`src/afrf_pkg.sv`:
```
// ----------------------------------------------------------------------------
// afrf_pkg
// Shared widths, register indexes and reset values for the audio FIFO
// writer with rate feedback.
// ----------------------------------------------------------------------------
package afrf_pkg;

  localparam int BUF_SIZE_DEF = 255;

  localparam int WORD_W   = 32;
  localparam int IDX_W    = 8;
  localparam int FILL_W   = 8;
  localparam int COUNT_W  = 32;
  localparam int RATE_W   = 20;
  localparam int FB_W     = 24;
  localparam int CFG_IDX_W = 2;

  // item kinds
  localparam logic FUNC_FRAME = 1'b0;
  localparam logic FUNC_TICK  = 1'b1;

  // register indexes
  localparam logic [CFG_IDX_W-1:0] CFG_RATE_HIGH = 2'd0;
  localparam logic [CFG_IDX_W-1:0] CFG_RATE_MID  = 2'd1;
  localparam logic [CFG_IDX_W-1:0] CFG_RATE_LOW  = 2'd2;

  localparam int RATE_HIGH_RST = 44060;
  localparam int RATE_MID_RST  = 44100;
  localparam int RATE_LOW_RST  = 44140;

  // 10.14 feedback words for the reset rates
  localparam logic [FB_W-1:0] FB_HIGH_RST =
    FB_W'(((RATE_HIGH_RST / 1000) << 14) | ((RATE_HIGH_RST % 1000) << 4));
  localparam logic [FB_W-1:0] FB_MID_RST =
    FB_W'(((RATE_MID_RST / 1000) << 14) | ((RATE_MID_RST % 1000) << 4));
  localparam logic [FB_W-1:0] FB_LOW_RST =
    FB_W'(((RATE_LOW_RST / 1000) << 14) | ((RATE_LOW_RST % 1000) << 4));

  typedef struct packed {
    logic [FB_W-1:0] high;
    logic [FB_W-1:0] mid;
    logic [FB_W-1:0] low;
  } afrf_fb_set_t;

endpackage

```
`src/afrf_in_if.sv`:
```
// ----------------------------------------------------------------------------
// afrf_in_if
// Input channel: audio frame words and start-of-frame ticks.
// ----------------------------------------------------------------------------
interface afrf_in_if;
  import afrf_pkg::*;

  logic             valid;
  logic             ready;
  logic             func;
  logic [WORD_W-1:0] frame_word;
  logic             last_of_packet;
  logic [IDX_W-1:0]  read_index;

  modport source (output valid, func, frame_word, last_of_packet, read_index,
                  input ready);
  modport sink   (input valid, func, frame_word, last_of_packet, read_index,
                  output ready);
endinterface

```
`src/afrf_out_if.sv`:
```
// ----------------------------------------------------------------------------
// afrf_out_if
// Result channel: ring buffer write, playback start and rate feedback.
// ----------------------------------------------------------------------------
interface afrf_out_if;
  import afrf_pkg::*;

  logic              valid;
  logic              ready;
  logic              write_enable;
  logic [IDX_W-1:0]   write_index;
  logic [WORD_W-1:0]  write_data;
  logic              overrun_event;
  logic              start_playback;
  logic              feedback_valid;
  logic [FB_W-1:0]    feedback_value;
  logic [FILL_W-1:0]  fill_level;
  logic [COUNT_W-1:0] overrun_total;

  modport source (output valid, write_enable, write_index, write_data,
                  overrun_event, start_playback, feedback_valid,
                  feedback_value, fill_level, overrun_total,
                  input ready);
  modport sink   (input valid, write_enable, write_index, write_data,
                  overrun_event, start_playback, feedback_valid,
                  feedback_value, fill_level, overrun_total,
                  output ready);
endinterface

```
`src/afrf_rate_regs.sv`:
```
// ----------------------------------------------------------------------------
// afrf_rate_regs
// Rate registers. Each write to a rate index converts Hz into the 10.14
// feedback word (kHz in the upper bits, other Hz shifted left 4), stored.
// ----------------------------------------------------------------------------
module afrf_rate_regs (
  input  logic                          clk,
  input  logic                          rst_n,
  input  logic                          cfg_we,
  input  logic [afrf_pkg::CFG_IDX_W-1:0] cfg_index,
  input  logic [afrf_pkg::RATE_W-1:0]    cfg_data,
  output afrf_pkg::afrf_fb_set_t         fb_set
);
  import afrf_pkg::*;

  localparam int RECIP   = 1048;  // floor(2^20 / 1000)
  localparam int RECIP_W = 11;
  localparam int PROD_W  = RATE_W + RECIP_W;
  localparam int Q_W     = 11;
  localparam int REM_W   = 21;

  logic [PROD_W-1:0] prod;
  logic [Q_W-1:0]    q0;
  logic [REM_W-1:0]  q0_x1000;
  logic [REM_W-1:0]  rem0;
  logic [Q_W-1:0]    khz;
  logic [REM_W-1:0]  hz;
  logic [FB_W-1:0]   fb_new;

  afrf_fb_set_t fb_r, fb_nxt;

  // reciprocal estimate is low by at most one
  always_comb begin
    prod     = PROD_W'(cfg_data) * PROD_W'(RECIP);
    q0       = prod[PROD_W-1 -: Q_W];
    q0_x1000 = (REM_W'(q0) << 10) - (REM_W'(q0) << 4) - (REM_W'(q0) << 3);
    rem0     = REM_W'(cfg_data) - q0_x1000;
    if (rem0 >= REM_W'(1000)) begin
      khz = q0 + Q_W'(1);
      hz  = rem0 - REM_W'(1000);
    end else begin
      khz = q0;
      hz  = rem0;
    end
    fb_new = {khz[9:0], hz[9:0], 4'b0000};
  end

  always_comb begin
    fb_nxt = fb_r;
    if (cfg_we) begin
      unique case (cfg_index)
        CFG_RATE_HIGH: fb_nxt.high = fb_new;
        CFG_RATE_MID:  fb_nxt.mid  = fb_new;
        CFG_RATE_LOW:  fb_nxt.low  = fb_new;
        default:       fb_nxt      = fb_r;
      endcase
    end
  end

  always_ff @(posedge clk) begin
    if (!rst_n) begin
      fb_r.high <= FB_HIGH_RST;
      fb_r.mid  <= FB_MID_RST;
      fb_r.low  <= FB_LOW_RST;
    end else begin
      fb_r <= fb_nxt;
    end
  end

  assign fb_set = fb_r;

endmodule

```
`src/audio_fifo_rate_feedback.sv`:
```
// ----------------------------------------------------------------------------
// audio_fifo_rate_feedback
// Ring buffer writer for asynchronous audio streaming with rate feedback.
// ----------------------------------------------------------------------------
// One beat in, one beat out. A new item is taken every cycle unless the
// output stalls; each item goes through the input and result registers.
// Frame beats advance the write pointer over BUF_SIZE+1 slots and emit a
// buffer write unless the next slot is the read slot, in which case the
// frame is dropped, counted, and the rest of its packet skipped. Tick beats
// report the fill level and a 10.14 feedback word picked by fill thirds.
// The pointer update and fill compare form the loop that sets
// the rate; Hz to feedback conversion happens at register write time, so
// the rate registers may be written only while the block is idle.
module audio_fifo_rate_feedback #(
  parameter int BUF_SIZE = afrf_pkg::BUF_SIZE_DEF
) (
  input  logic                          clk,
  input  logic                          rst_n,
  afrf_in_if.sink                       in_ch,
  afrf_out_if.source                    out_ch,
  input  logic                          cfg_we,
  input  logic [afrf_pkg::CFG_IDX_W-1:0] cfg_index,
  input  logic [afrf_pkg::RATE_W-1:0]    cfg_data
);
  import afrf_pkg::*;

  localparam int SLOTS  = BUF_SIZE + 1;
  localparam int SLOT_W = $clog2(SLOTS);
  localparam int CMP_W  = (SLOT_W > IDX_W) ? SLOT_W : IDX_W;
  localparam int THR_HALF = BUF_SIZE / 2;
  localparam int THR_LO   = BUF_SIZE / 3;
  localparam int THR_HI   = BUF_SIZE / 3 * 2;
  localparam int RD_VALS  = 1 << IDX_W;

  typedef struct packed {
    logic              write_enable;
    logic [IDX_W-1:0]   write_index;
    logic [WORD_W-1:0]  write_data;
    logic              overrun_event;
    logic              start_playback;
    logic              feedback_valid;
    logic [FB_W-1:0]    feedback_value;
    logic [FILL_W-1:0]  fill_level;
    logic [COUNT_W-1:0] overrun_total;
  } result_t;

  afrf_fb_set_t fb_set;

  afrf_rate_regs u_rate_regs (
    .clk       (clk),
    .rst_n     (rst_n),
    .cfg_we    (cfg_we),
    .cfg_index (cfg_index),
    .cfg_data  (cfg_data),
    .fb_set    (fb_set)
  );

  // read slot reduced modulo SLOTS
  logic [SLOT_W-1:0] rd_mod_tbl [RD_VALS];
  for (genvar i = 0; i < RD_VALS; i++) begin : g_rd_mod
    assign rd_mod_tbl[i] = SLOT_W'(i % SLOTS);
  end

  // handshake
  logic in_valid_r, out_valid_r;
  logic out_adv, s1_adv, in_acc;

  assign out_adv     = !out_valid_r || out_ch.ready;
  assign in_ch.ready = !in_valid_r || out_adv;
  assign in_acc      = in_ch.valid && in_ch.ready;
  assign s1_adv      = in_valid_r && out_adv;

  // input register
  logic              func_r;
  logic [WORD_W-1:0] word_r;
  logic              last_r;
  logic [IDX_W-1:0]  rd_r;

  always_ff @(posedge clk) begin
    if (!rst_n) begin
      in_valid_r <= 1'b0;
    end else if (in_ch.ready) begin
      in_valid_r <= in_ch.valid;
    end
  end

  always_ff @(posedge clk) begin
    if (in_acc) begin
      func_r <= in_ch.func;
      word_r <= in_ch.frame_word;
      last_r <= in_ch.last_of_packet;
      rd_r   <= in_ch.read_index;
    end
  end

  // block state
  logic [SLOT_W-1:0]  write_slot_r, write_slot_nxt;
  logic               playing_r, playing_nxt;
  logic               dropping_r, dropping_nxt;
  logic [COUNT_W-1:0] overrun_count_r, overrun_count_nxt;

  logic [SLOT_W-1:0]  next_slot;
  logic [CMP_W-1:0]   next_ext;
  logic               full;
  logic [SLOT_W:0]    diff;
  logic [SLOT_W-1:0]  fill;
  logic [CMP_W-1:0]   fill_ext;
  result_t            res;

  always_comb begin
    next_slot = (write_slot_r < SLOT_W'(BUF_SIZE)) ? write_slot_r + SLOT_W'(1) : '0;
    next_ext  = CMP_W'(next_slot);
    // raw compare: an out-of-range read slot never reads as full
    full      = (next_ext == CMP_W'(rd_r));
    diff      = {1'b0, write_slot_r} - {1'b0, rd_mod_tbl[rd_r]};
    fill      = diff[SLOT_W] ? SLOT_W'(diff + (SLOT_W+1)'(SLOTS)) : diff[SLOT_W-1:0];
    fill_ext  = CMP_W'(fill);

    write_slot_nxt    = write_slot_r;
    playing_nxt       = playing_r;
    dropping_nxt      = dropping_r;
    overrun_count_nxt = overrun_count_r;
    res               = '0;

    if (func_r == FUNC_FRAME) begin
      if (dropping_r) begin
        if (last_r) begin
          dropping_nxt = 1'b0;
        end
      end else if (!full) begin
        write_slot_nxt   = next_slot;
        res.write_enable = 1'b1;
        res.write_index  = next_ext[IDX_W-1:0];
        res.write_data   = word_r;
      end else begin
        res.overrun_event = 1'b1;
        if (!playing_r) begin
          playing_nxt        = 1'b1;
          res.start_playback = 1'b1;
        end
        overrun_count_nxt = overrun_count_r + COUNT_W'(1);
        dropping_nxt      = !last_r;
      end
    end else begin
      if (!playing_r && (fill > SLOT_W'(THR_HALF))) begin
        playing_nxt        = 1'b1;
        res.start_playback = 1'b1;
      end
      priority if (fill > SLOT_W'(THR_HI)) begin
        res.feedback_value = fb_set.high;
      end else if (fill > SLOT_W'(THR_LO)) begin
        res.feedback_value = fb_set.mid;
      end else begin
        res.feedback_value = fb_set.low;
      end
      res.feedback_valid = 1'b1;
      res.fill_level     = fill_ext[FILL_W-1:0];
    end
    res.overrun_total = overrun_count_nxt;
  end

  always_ff @(posedge clk) begin
    if (!rst_n) begin
      write_slot_r    <= '0;
      playing_r       <= 1'b0;
      dropping_r      <= 1'b0;
      overrun_count_r <= '0;
    end else if (s1_adv) begin
      write_slot_r    <= write_slot_nxt;
      playing_r       <= playing_nxt;
      dropping_r      <= dropping_nxt;
      overrun_count_r <= overrun_count_nxt;
    end
  end

  // result register
  result_t res_r;

  always_ff @(posedge clk) begin
    if (!rst_n) begin
      out_valid_r <= 1'b0;
    end else if (out_adv) begin
      out_valid_r <= in_valid_r;
    end
  end

  always_ff @(posedge clk) begin
    if (s1_adv) begin
      res_r <= res;
    end
  end

  assign out_ch.valid          = out_valid_r;
  assign out_ch.write_enable   = res_r.write_enable;
  assign out_ch.write_index    = res_r.write_index;
  assign out_ch.write_data     = res_r.write_data;
  assign out_ch.overrun_event  = res_r.overrun_event;
  assign out_ch.start_playback = res_r.start_playback;
  assign out_ch.feedback_valid = res_r.feedback_valid;
  assign out_ch.feedback_value = res_r.feedback_value;
  assign out_ch.fill_level     = res_r.fill_level;
  assign out_ch.overrun_total  = res_r.overrun_total;

endmodule

```
`src/flat_wrapper.sv`:
```
// flat-port wrapper written by rule: the top's interface ports become plain ports
module audio_fifo_rate_feedback_flat import afrf_pkg::*;
#(
  parameter int BUF_SIZE = afrf_pkg::BUF_SIZE_DEF
)
  (clk, rst_n, cfg_we, cfg_index, cfg_data, in_ch_valid, in_ch_func, in_ch_frame_word, in_ch_last_of_packet, in_ch_read_index, in_ch_ready, out_ch_valid, out_ch_write_enable, out_ch_write_index, out_ch_write_data, out_ch_overrun_event, out_ch_start_playback, out_ch_feedback_valid, out_ch_feedback_value, out_ch_fill_level, out_ch_overrun_total, out_ch_ready);
  afrf_in_if in_ch_i ();
  afrf_out_if out_ch_i ();
  input  logic clk;
  input  logic rst_n;
  input  logic cfg_we;
  input  logic [afrf_pkg::CFG_IDX_W-1:0] cfg_index;
  input  logic [afrf_pkg::RATE_W-1:0] cfg_data;
  input wire logic [$bits(in_ch_i.valid)-1:0] in_ch_valid;
  input wire logic [$bits(in_ch_i.func)-1:0] in_ch_func;
  input wire logic [$bits(in_ch_i.frame_word)-1:0] in_ch_frame_word;
  input wire logic [$bits(in_ch_i.last_of_packet)-1:0] in_ch_last_of_packet;
  input wire logic [$bits(in_ch_i.read_index)-1:0] in_ch_read_index;
  output wire logic [$bits(in_ch_i.ready)-1:0] in_ch_ready;
  output wire logic [$bits(out_ch_i.valid)-1:0] out_ch_valid;
  output wire logic [$bits(out_ch_i.write_enable)-1:0] out_ch_write_enable;
  output wire logic [$bits(out_ch_i.write_index)-1:0] out_ch_write_index;
  output wire logic [$bits(out_ch_i.write_data)-1:0] out_ch_write_data;
  output wire logic [$bits(out_ch_i.overrun_event)-1:0] out_ch_overrun_event;
  output wire logic [$bits(out_ch_i.start_playback)-1:0] out_ch_start_playback;
  output wire logic [$bits(out_ch_i.feedback_valid)-1:0] out_ch_feedback_valid;
  output wire logic [$bits(out_ch_i.feedback_value)-1:0] out_ch_feedback_value;
  output wire logic [$bits(out_ch_i.fill_level)-1:0] out_ch_fill_level;
  output wire logic [$bits(out_ch_i.overrun_total)-1:0] out_ch_overrun_total;
  input wire logic [$bits(out_ch_i.ready)-1:0] out_ch_ready;
  assign in_ch_i.valid = in_ch_valid;
  assign in_ch_i.func = in_ch_func;
  assign in_ch_i.frame_word = in_ch_frame_word;
  assign in_ch_i.last_of_packet = in_ch_last_of_packet;
  assign in_ch_i.read_index = in_ch_read_index;
  assign in_ch_ready = in_ch_i.ready;
  assign out_ch_valid = out_ch_i.valid;
  assign out_ch_write_enable = out_ch_i.write_enable;
  assign out_ch_write_index = out_ch_i.write_index;
  assign out_ch_write_data = out_ch_i.write_data;
  assign out_ch_overrun_event = out_ch_i.overrun_event;
  assign out_ch_start_playback = out_ch_i.start_playback;
  assign out_ch_feedback_valid = out_ch_i.feedback_valid;
  assign out_ch_feedback_value = out_ch_i.feedback_value;
  assign out_ch_fill_level = out_ch_i.fill_level;
  assign out_ch_overrun_total = out_ch_i.overrun_total;
  assign out_ch_i.ready = out_ch_ready;
  audio_fifo_rate_feedback #(.BUF_SIZE(BUF_SIZE)) u_core (.clk(clk), .rst_n(rst_n), .in_ch(in_ch_i), .out_ch(out_ch_i), .cfg_we(cfg_we), .cfg_index(cfg_index), .cfg_data(cfg_data));
endmodule
```
`config.mk`:
```
export PLATFORM = sky130hd
export DESIGN_NAME = audio_fifo_rate_feedback_flat
export DESIGN_NICKNAME = d
export VERILOG_FILES = /design/src/afrf_pkg.sv /design/src/afrf_in_if.sv /design/src/afrf_out_if.sv /design/src/afrf_rate_regs.sv /design/src/audio_fifo_rate_feedback.sv /design/src/flat_wrapper.sv
export SDC_FILE = /design/constraint.sdc
export NUM_CORES = 1
export LEC_CHECK = 0
export BUFFER_PORTS_ARGS = -buffer_cell sky130_fd_sc_hd__buf_4
export CAP_MARGIN = 10
export CORE_UTILIZATION = 24
export CTS_BUF_LIST = sky130_fd_sc_hd__clkbuf_4 sky130_fd_sc_hd__clkbuf_8
export CTS_CLUSTER_DIAMETER = 30
export DETAILED_ROUTE_END_ITERATION = 16
export GPL_TIMING_DRIVEN = 0
export PLACE_DENSITY = 0.47
export SETUP_SLACK_MARGIN = 0.05
export SLEW_MARGIN = 20
export SYNTH_ARGS = -nofsm -noshare
export SYNTH_HDL_FRONTEND = slang
export SYNTH_SLANG_ARGS = --single-unit
```
`constraint.sdc`:
```
create_clock -name clk -period 9.31 [get_ports clk]
set_input_delay 0.931 -clock clk [delete_from_list [all_inputs] [get_ports clk]]
set_output_delay 0.931 -clock clk [all_outputs]
set_load 0.005 [all_outputs]
```
Word-level counts from Yosys, hierarchy flattened
Memories as Yosys holds them, arrays and structs flattened.
Cells that the tools add are included.
{ "totals": {"ff_bits": 254, "mem_bits_ro": 2048, "input_bits": 69, "mem_count": 1, "wordCells": 92} }
{ "memory_table": {"columns": ["memory", "depth", "word_bits", "read_ports", "rd_ports_with_merged_regs", "wr", "line_no", "text"], "rows": [
  ["(no name shown)", 256, 8, 1, 0, 0, "audio_fifo_rate_feedback.sv:115", "diff = {1'b0, write_slot_r} - {1'b0, rd_mod_tbl[rd_r]};"]
]} }
{ "classes": {"n_eq_ne": 5, "addsub": 9, "n_lt_le_gt_ge": 6, "bitwise": 4, "n_reduce_logical": 19, "n_mul": 1, "muxes": 25} }
{ "op_table": {"columns": ["cell", "n"], "rows": [
  ["32-bit two-way mux", 3],
  ["24-bit two-way mux", 2],
  ["41-bit two-way mux", 1],
  ["33-bit two-way mux", 1],
  ["32-bit by 1-bit adder with 32-bit output, second input constant", 1],
  ["8-bit two-way mux", 4],
  ["20-bit by 8-bit multiplier with 28-bit output, second input constant", 1],
  ["21-bit by 10-bit >= comparator with 1-bit output, second input constant", 1],
  ["20-bit by 21-bit subtractor with 21-bit output", 1],
  ["21-bit by 14-bit subtractor with 21-bit output", 1],
  ["21-bit by 15-bit subtractor with 21-bit output", 1],
  ["10-bit two-way mux", 2],
  ["8-bit by 1-bit adder with 8-bit output, second input constant", 2],
  ["8-bit by 7-bit greater-than comparator with 1-bit output, second input constant", 2],
  ["1-bit two-way mux", 11],
  ["10-bit by 1-bit adder with 10-bit output, second input constant", 1],
  ["10-bit subtractor, second input constant", 1],
  ["9-bit >= comparator, second input constant", 1],
  ["8-bit inverter with 9-bit output", 1],
  ["8-bit by 8-bit subtractor with 9-bit output", 1],
  ["8-bit == test", 1],
  ["8-bit greater-than comparator, second input constant", 1],
  ["8-bit < comparator, second input constant", 1],
  ["2-bit AND reduction", 4],
  ["14 further kinds", 23]
]} }

Longest topological paths before layout
{ "depth": {"ltp_word": 11, "ltp_mapped": 30, "ltp_nobuf": 28} }

Modules after synthesis
Synthesis repeated with hierarchy kept, for this count alone.
{ "unflattened": {"hier_cells": 1451, "area_unflattened_um2": 14816.7} }
{ "by_module_without_submodules": {"columns": ["mod", "cells_per_inst", "area_each_um2", "seq_area_each_um2", "instances"], "rows": [
  ["audio_fifo_rate_feedback", 741, 8785.9, 5385.2, 1],
  ["afrf_rate_regs", 710, 6030.8, 1201.2, 1]
]} }

Worst setup path after synthesis
No wires, ideal clock.
{ "synth_timing": {"path_kind": "input -> register", "startpoint": "in cfg_data[16] (netlist name)", "endpoint": "reg u_core.u_rate_regs.fb_r (netlist bit u_core.u_rate_regs.fb_set[15])", "setup_time_ns": 0.132, "required_time_ns": 9.178, "stages": 29, "slack_ns": 1.562, "arrival_ns": 7.616, "path_cell_list": "ha_1 ha_1 inv_1 fa_1 inv_1 ha_1 a21o_1 a21o_1 a41oi_1 nor3_1 nand2b_1 and3_1 ha_1 inv_1 fa_1 fa_1 inv_1 ha_1 a211oi_1 o21ai_0 a22o_1 nor2_2 xnor2_1 or4_1 or4_4 nor2_4 buf_4 mux2i_1 a21oi_1"} }
{ "synth_between": {"elab_chain_cells": 6, "word_cells_on_any_way": 7, "classes_between": "4 x add/sub; 1 x mul; 1 x order compare; 1 x mux"} }
{ "synth_rtl": {"columns": ["item", "line_no", "text"], "rows": [
  ["start: declaration", "flat_wrapper.sv:13", "input logic [afrf_pkg::RATE_W-1:0] cfg_data;"],
  ["20-bit by 8-bit multiplier with 28-bit output", "afrf_rate_regs.sv:34", "prod = PROD_W'(cfg_data) * PROD_W'(RECIP);"],
  ["21-bit by 15-bit subtractor with 21-bit output", "afrf_rate_regs.sv:36", "q0_x1000 = (REM_W'(q0) << 10) - (REM_W'(q0) << 4) - (REM_W'(q0) << 3);"],
  ["21-bit by 14-bit subtractor with 21-bit output", "afrf_rate_regs.sv:36", null],
  ["20-bit by 21-bit subtractor with 21-bit output", "afrf_rate_regs.sv:37", "rem0 = REM_W'(cfg_data) - q0_x1000;"],
  ["21-bit by 10-bit >= comparator with 1-bit output", "afrf_rate_regs.sv:38", "if (rem0 >= REM_W'(1000)) begin"],
  ["10-bit two-way mux (*)", "afrf_rate_regs.sv:38", null],
  ["end signal: assignment", "afrf_rate_regs.sv:66", "fb_r <= fb_nxt;"],
  ["end: declaration", "afrf_rate_regs.sv:30", "afrf_fb_set_t fb_r, fb_nxt;"]
]} }
Every way passes the cells marked *; elsewhere a longest branch is shown, timed or not.
A chain may end at the register's enable or synchronous reset.

Final worst setup path
{ "layout_timing": {"startpoint": "in cfg_data[14] (netlist name)", "endpoint": "reg u_core.u_rate_regs.fb_r (netlist bit u_core.u_rate_regs.fb_set[15])"} }
Same word-level chain as after synthesis.

==> summary.md <==
| Metric | Value |
|---|---|
| Status | `finished clean` |
| Cell mode on critical path | `ha_1` |
| Clock power frac | `19.9%` |
| CTS resizes | `0` |
| Placer's final routability congestion estimate | `0.834` |
| CTS tree | `done` |
| Commonest non-fill, non-tap cell in the layout | `buf_4` |
| CTS Hold Buffers Added | `0` |
| Synth Instances | `1367` |
| Achievable frequency | `0.116 GHz` |
| HP Class | `reg2reg` |
| Clock sinks | `250` |
| Final cell count without fillers | `2393` |
| Fillers | `6048` |
| Antenna viol nets, final | `0` |
| First-pass GRT wire length | `57500 um` |
| Seq/Total Area, Yosys | `45.9%` |
| Placed Area | `0.0164 mm2` |
| Drt initial violations | `567` |
| Routed WL per cell | `15.3 um` |
| Cell taking the most area after synthesis | `edfxtp_1` |
| Max stage delay cell, worst path | `xnor2_1` |
| Final-stage net count | `1799` |
| Number of flops mapped to enable cells by yosys | `146` |
| LEAKAGE | `6.97 nW` |
| Area contributors post-synth | `edfxtp_1 31%, dfxtp_1 15%, ha_1 9.4%, fa_1 4.3%, xnor2_1 4.2%` |
| Post-synth ARST share | `0%` |
| # diodes | `0` |
| Clock Path Buffers | `3` |
| Post-Route WL | `36600 um` |
| Setup violators final | `0` |
| GRT overflow | `0` |
| Routed met2 length | `17500 um` |
| Sequential cell area | `0.00647 mm2` |
| Largest net degree at the start of global routing | `76` |
| Worst Setup End Kind | `register` |
| Fin area | `0.0173 mm2` |
| Layout cell share with drive strength beyond 1 | `18.4%` |
| Vias in the first global route | `10500` |
| Die H | `244 um` |
| Slew Viols, Final | `0` |
| Worst slew margin | `31.6%` |
| Post-DP HPWL | `27700 um` |
| Yosys top cell area share | `31.1%` |
| Main synth FF type | `edfxtp_1` |
| Multi-input gate area in the final layout | `0.00693 mm2` |
| #FFs+latches synth | `250` |
| Final Hold Vio Count | `0` |
| IO buf count | `174` |
| Initial antenna violation count | `0` |
| RSZ-0062 raised after global routing | `false` |
| Tot GR Track Use | `12.1%` |
| Kind of critical path | `in2reg` |
| Final period util | `92.5%` |
| Buffers & Inverters on Critical Path | `7` |
| Most frequent cells in the layout | `179 x buf_4, 146 x edfxtp_1, 111 x inv_1` |
| Gate power share | `55.2%` |
| Max FO, Critical Path | `10` |
| Synthesis Warnings | `0` |
| Cell Int Power | `2.81 mW` |
| Slowest Stage Delay on Critical Path | `790 ps` |
| Sw Pwr | `2.28 mW` |
| CTS buffer count | `46` |
| Top sig layer | `met4` |
| DRC | `0` |
| Final Critical Period | `8610 ps` |
| Net Sw Frac | `44.8%` |
| Setup TNS | `0 ps` |
| Root buf cell | `clkbuf_8` |
| Count of cell types in the netlist | `75` |
| Critical path launch point type | `input pin` |
| Syn avg cell area | `10.3 um2` |
| Placed cell count | `2311` |
| Mapped Area | `0.0141 mm2` |
| Pre-Repair DR Iteration Count | `5` |
| Power Dens Cells | `295 mW/mm2` |
| # rows | `88` |
| Starting Density | `24.3%` |
| H-Tree Depth | `2` |
| Dpl ws | `101 ps` |
| Seq pwr share | `24.9%` |
| Met3 WL post-DR | `1810 um` |
| WP data required | `9720 ps` |
| Boundary Pins | `179` |
| Register clock-pin slew on the reported worst setup and hold paths | `50 ps` |
| Routed vias/inst | `4.46` |
| Delay-heaviest family, CP | `adder cells` |
| Maxcap violations | `0` |
| Insertion delay to the later sink of the worst-skew pair | `560 ps` |
| Maximum vdd drop | `0.000221 V` |
| Least-Margin Pin Slew | `1020 ps` |
| Worst hold-check slack | `434 ps` |
| Clk_skew | `19.1 ps` |
| Via count | `10700` |
| Full die area | `0.0596 mm2` |
| Data arrival, critical path | `9020 ps` |
| Wire length on met1 | `16600 um` |
| Area delta synth->final | `22.9%` |
| Final WS setup | `701 ps` |
| Post-CTS Setup Bufs | `0` |
| Core Area | `0.0578 mm2` |
| Die width | `244 um` |
cells in the mapped netlist, types with 3 or more instances:
cell / number
fa_1: 30
o211ai_2: 4
nor2b_1: 6
o31a_1: 5
nor3_1: 37
a2111oi_0: 3
clkbuf_1: 42
o21a_1: 6
and2_1: 48
and3_1: 17
inv_1: 111
buf_2: 7
ha_1: 106
a21o_1: 10
a211oi_1: 10
o211ai_1: 11
nand3_1: 44
and3b_1: 4
xnor2_1: 67
a21oi_1: 94
or3_1: 10
buf_4: 5
and4_1: 6
mux2i_1: 26
xor2_1: 45
a221oi_1: 3
o221ai_1: 3
mux2_2: 3
nor2_1: 89
edfxtp_1: 146
nand2b_1: 10
o21ai_0: 83
o21ai_1: 7
dfxtp_1: 104
nand2_1: 75
nor3b_1: 3
or4_1: 4
nand4_1: 12
a31oi_1: 11
or2_2: 5
nor4_1: 11
o21bai_1: 3
metal layers:
layer  up-vias  global-route usage, %
li1       5281                      -
met1      5068                   15.7
met2       260                   20.8
met3        55                   1.72
met4         0                   3.29
met5         -                      0
per-stage QoR:
step,power [mW],utilization [%]
after global placement,4.05,28.3
after floorplan,3.34,-
after detailed placement,4.08,28.4
after CTS,5.13,29.9
final,5.09,29.9
after global routing,5.50,29.9
state kept, by name, indices dropped and copies added (netlist names), 20 cells and up:
name,cells
u_core.out_ch.overrun_total,32
u_core.out_ch.write_data,32
u_core.overrun_count_r,32
u_core.word_r,32
u_core.u_rate_regs.fb_set,60
u_core.out_ch.feedback_value,20
logic make-up after synthesis:
family                     count (synthesis)  synth area share (%)
DFF                                      250                  45.9
AOI/OAI and AO/OA                        274                  12.0
buffers and inverters                    172                  4.90
xor gates and xnor gates                 112                  6.97
and+or+nand+nor                          393                  14.4
other                                      1                0.0266
muxes                                     29                  2.09
adders and majority gates                136                  13.7
final cells by class:
cell class	count	area share [%]
Tap cell	765	5.54
Sequential cell	250	37.4
Clock inverter	26	1.01
Buffer	59	1.53
Multi-Input combinational cell	948	40.1
Inverter	113	2.48
Clock buffer	56	4.13
Timing Repair Buffer	176	7.83
final timing paths:
kind	start	end	slack, ps	cells past startpoint
setup / recovery	cfg_data[14]	u_core.u_rate_regs.fb_set[15]	700	28
hold / removal	u_core.last_r	u_core.dropping_r	430	1
setup reg to reg	u_core.write_slot_r[1]	u_core.out_ch.overrun_total[29]	5420	11
hold reg to reg	u_core.last_r	u_core.dropping_r	430	1
power by group through the flow:
stage                     clock (mW)  combinational (mW)  sequential, mW
final                           1.01                2.81            1.27
after global routing            1.10                3.12            1.27
after CTS                       1.05                2.81            1.27
after detailed placement           0                2.79            1.29
after global placement             0                2.76            1.29
after floorplan                    0                2.05            1.29
No activity file was read; power rests on OpenSTA's default activity.
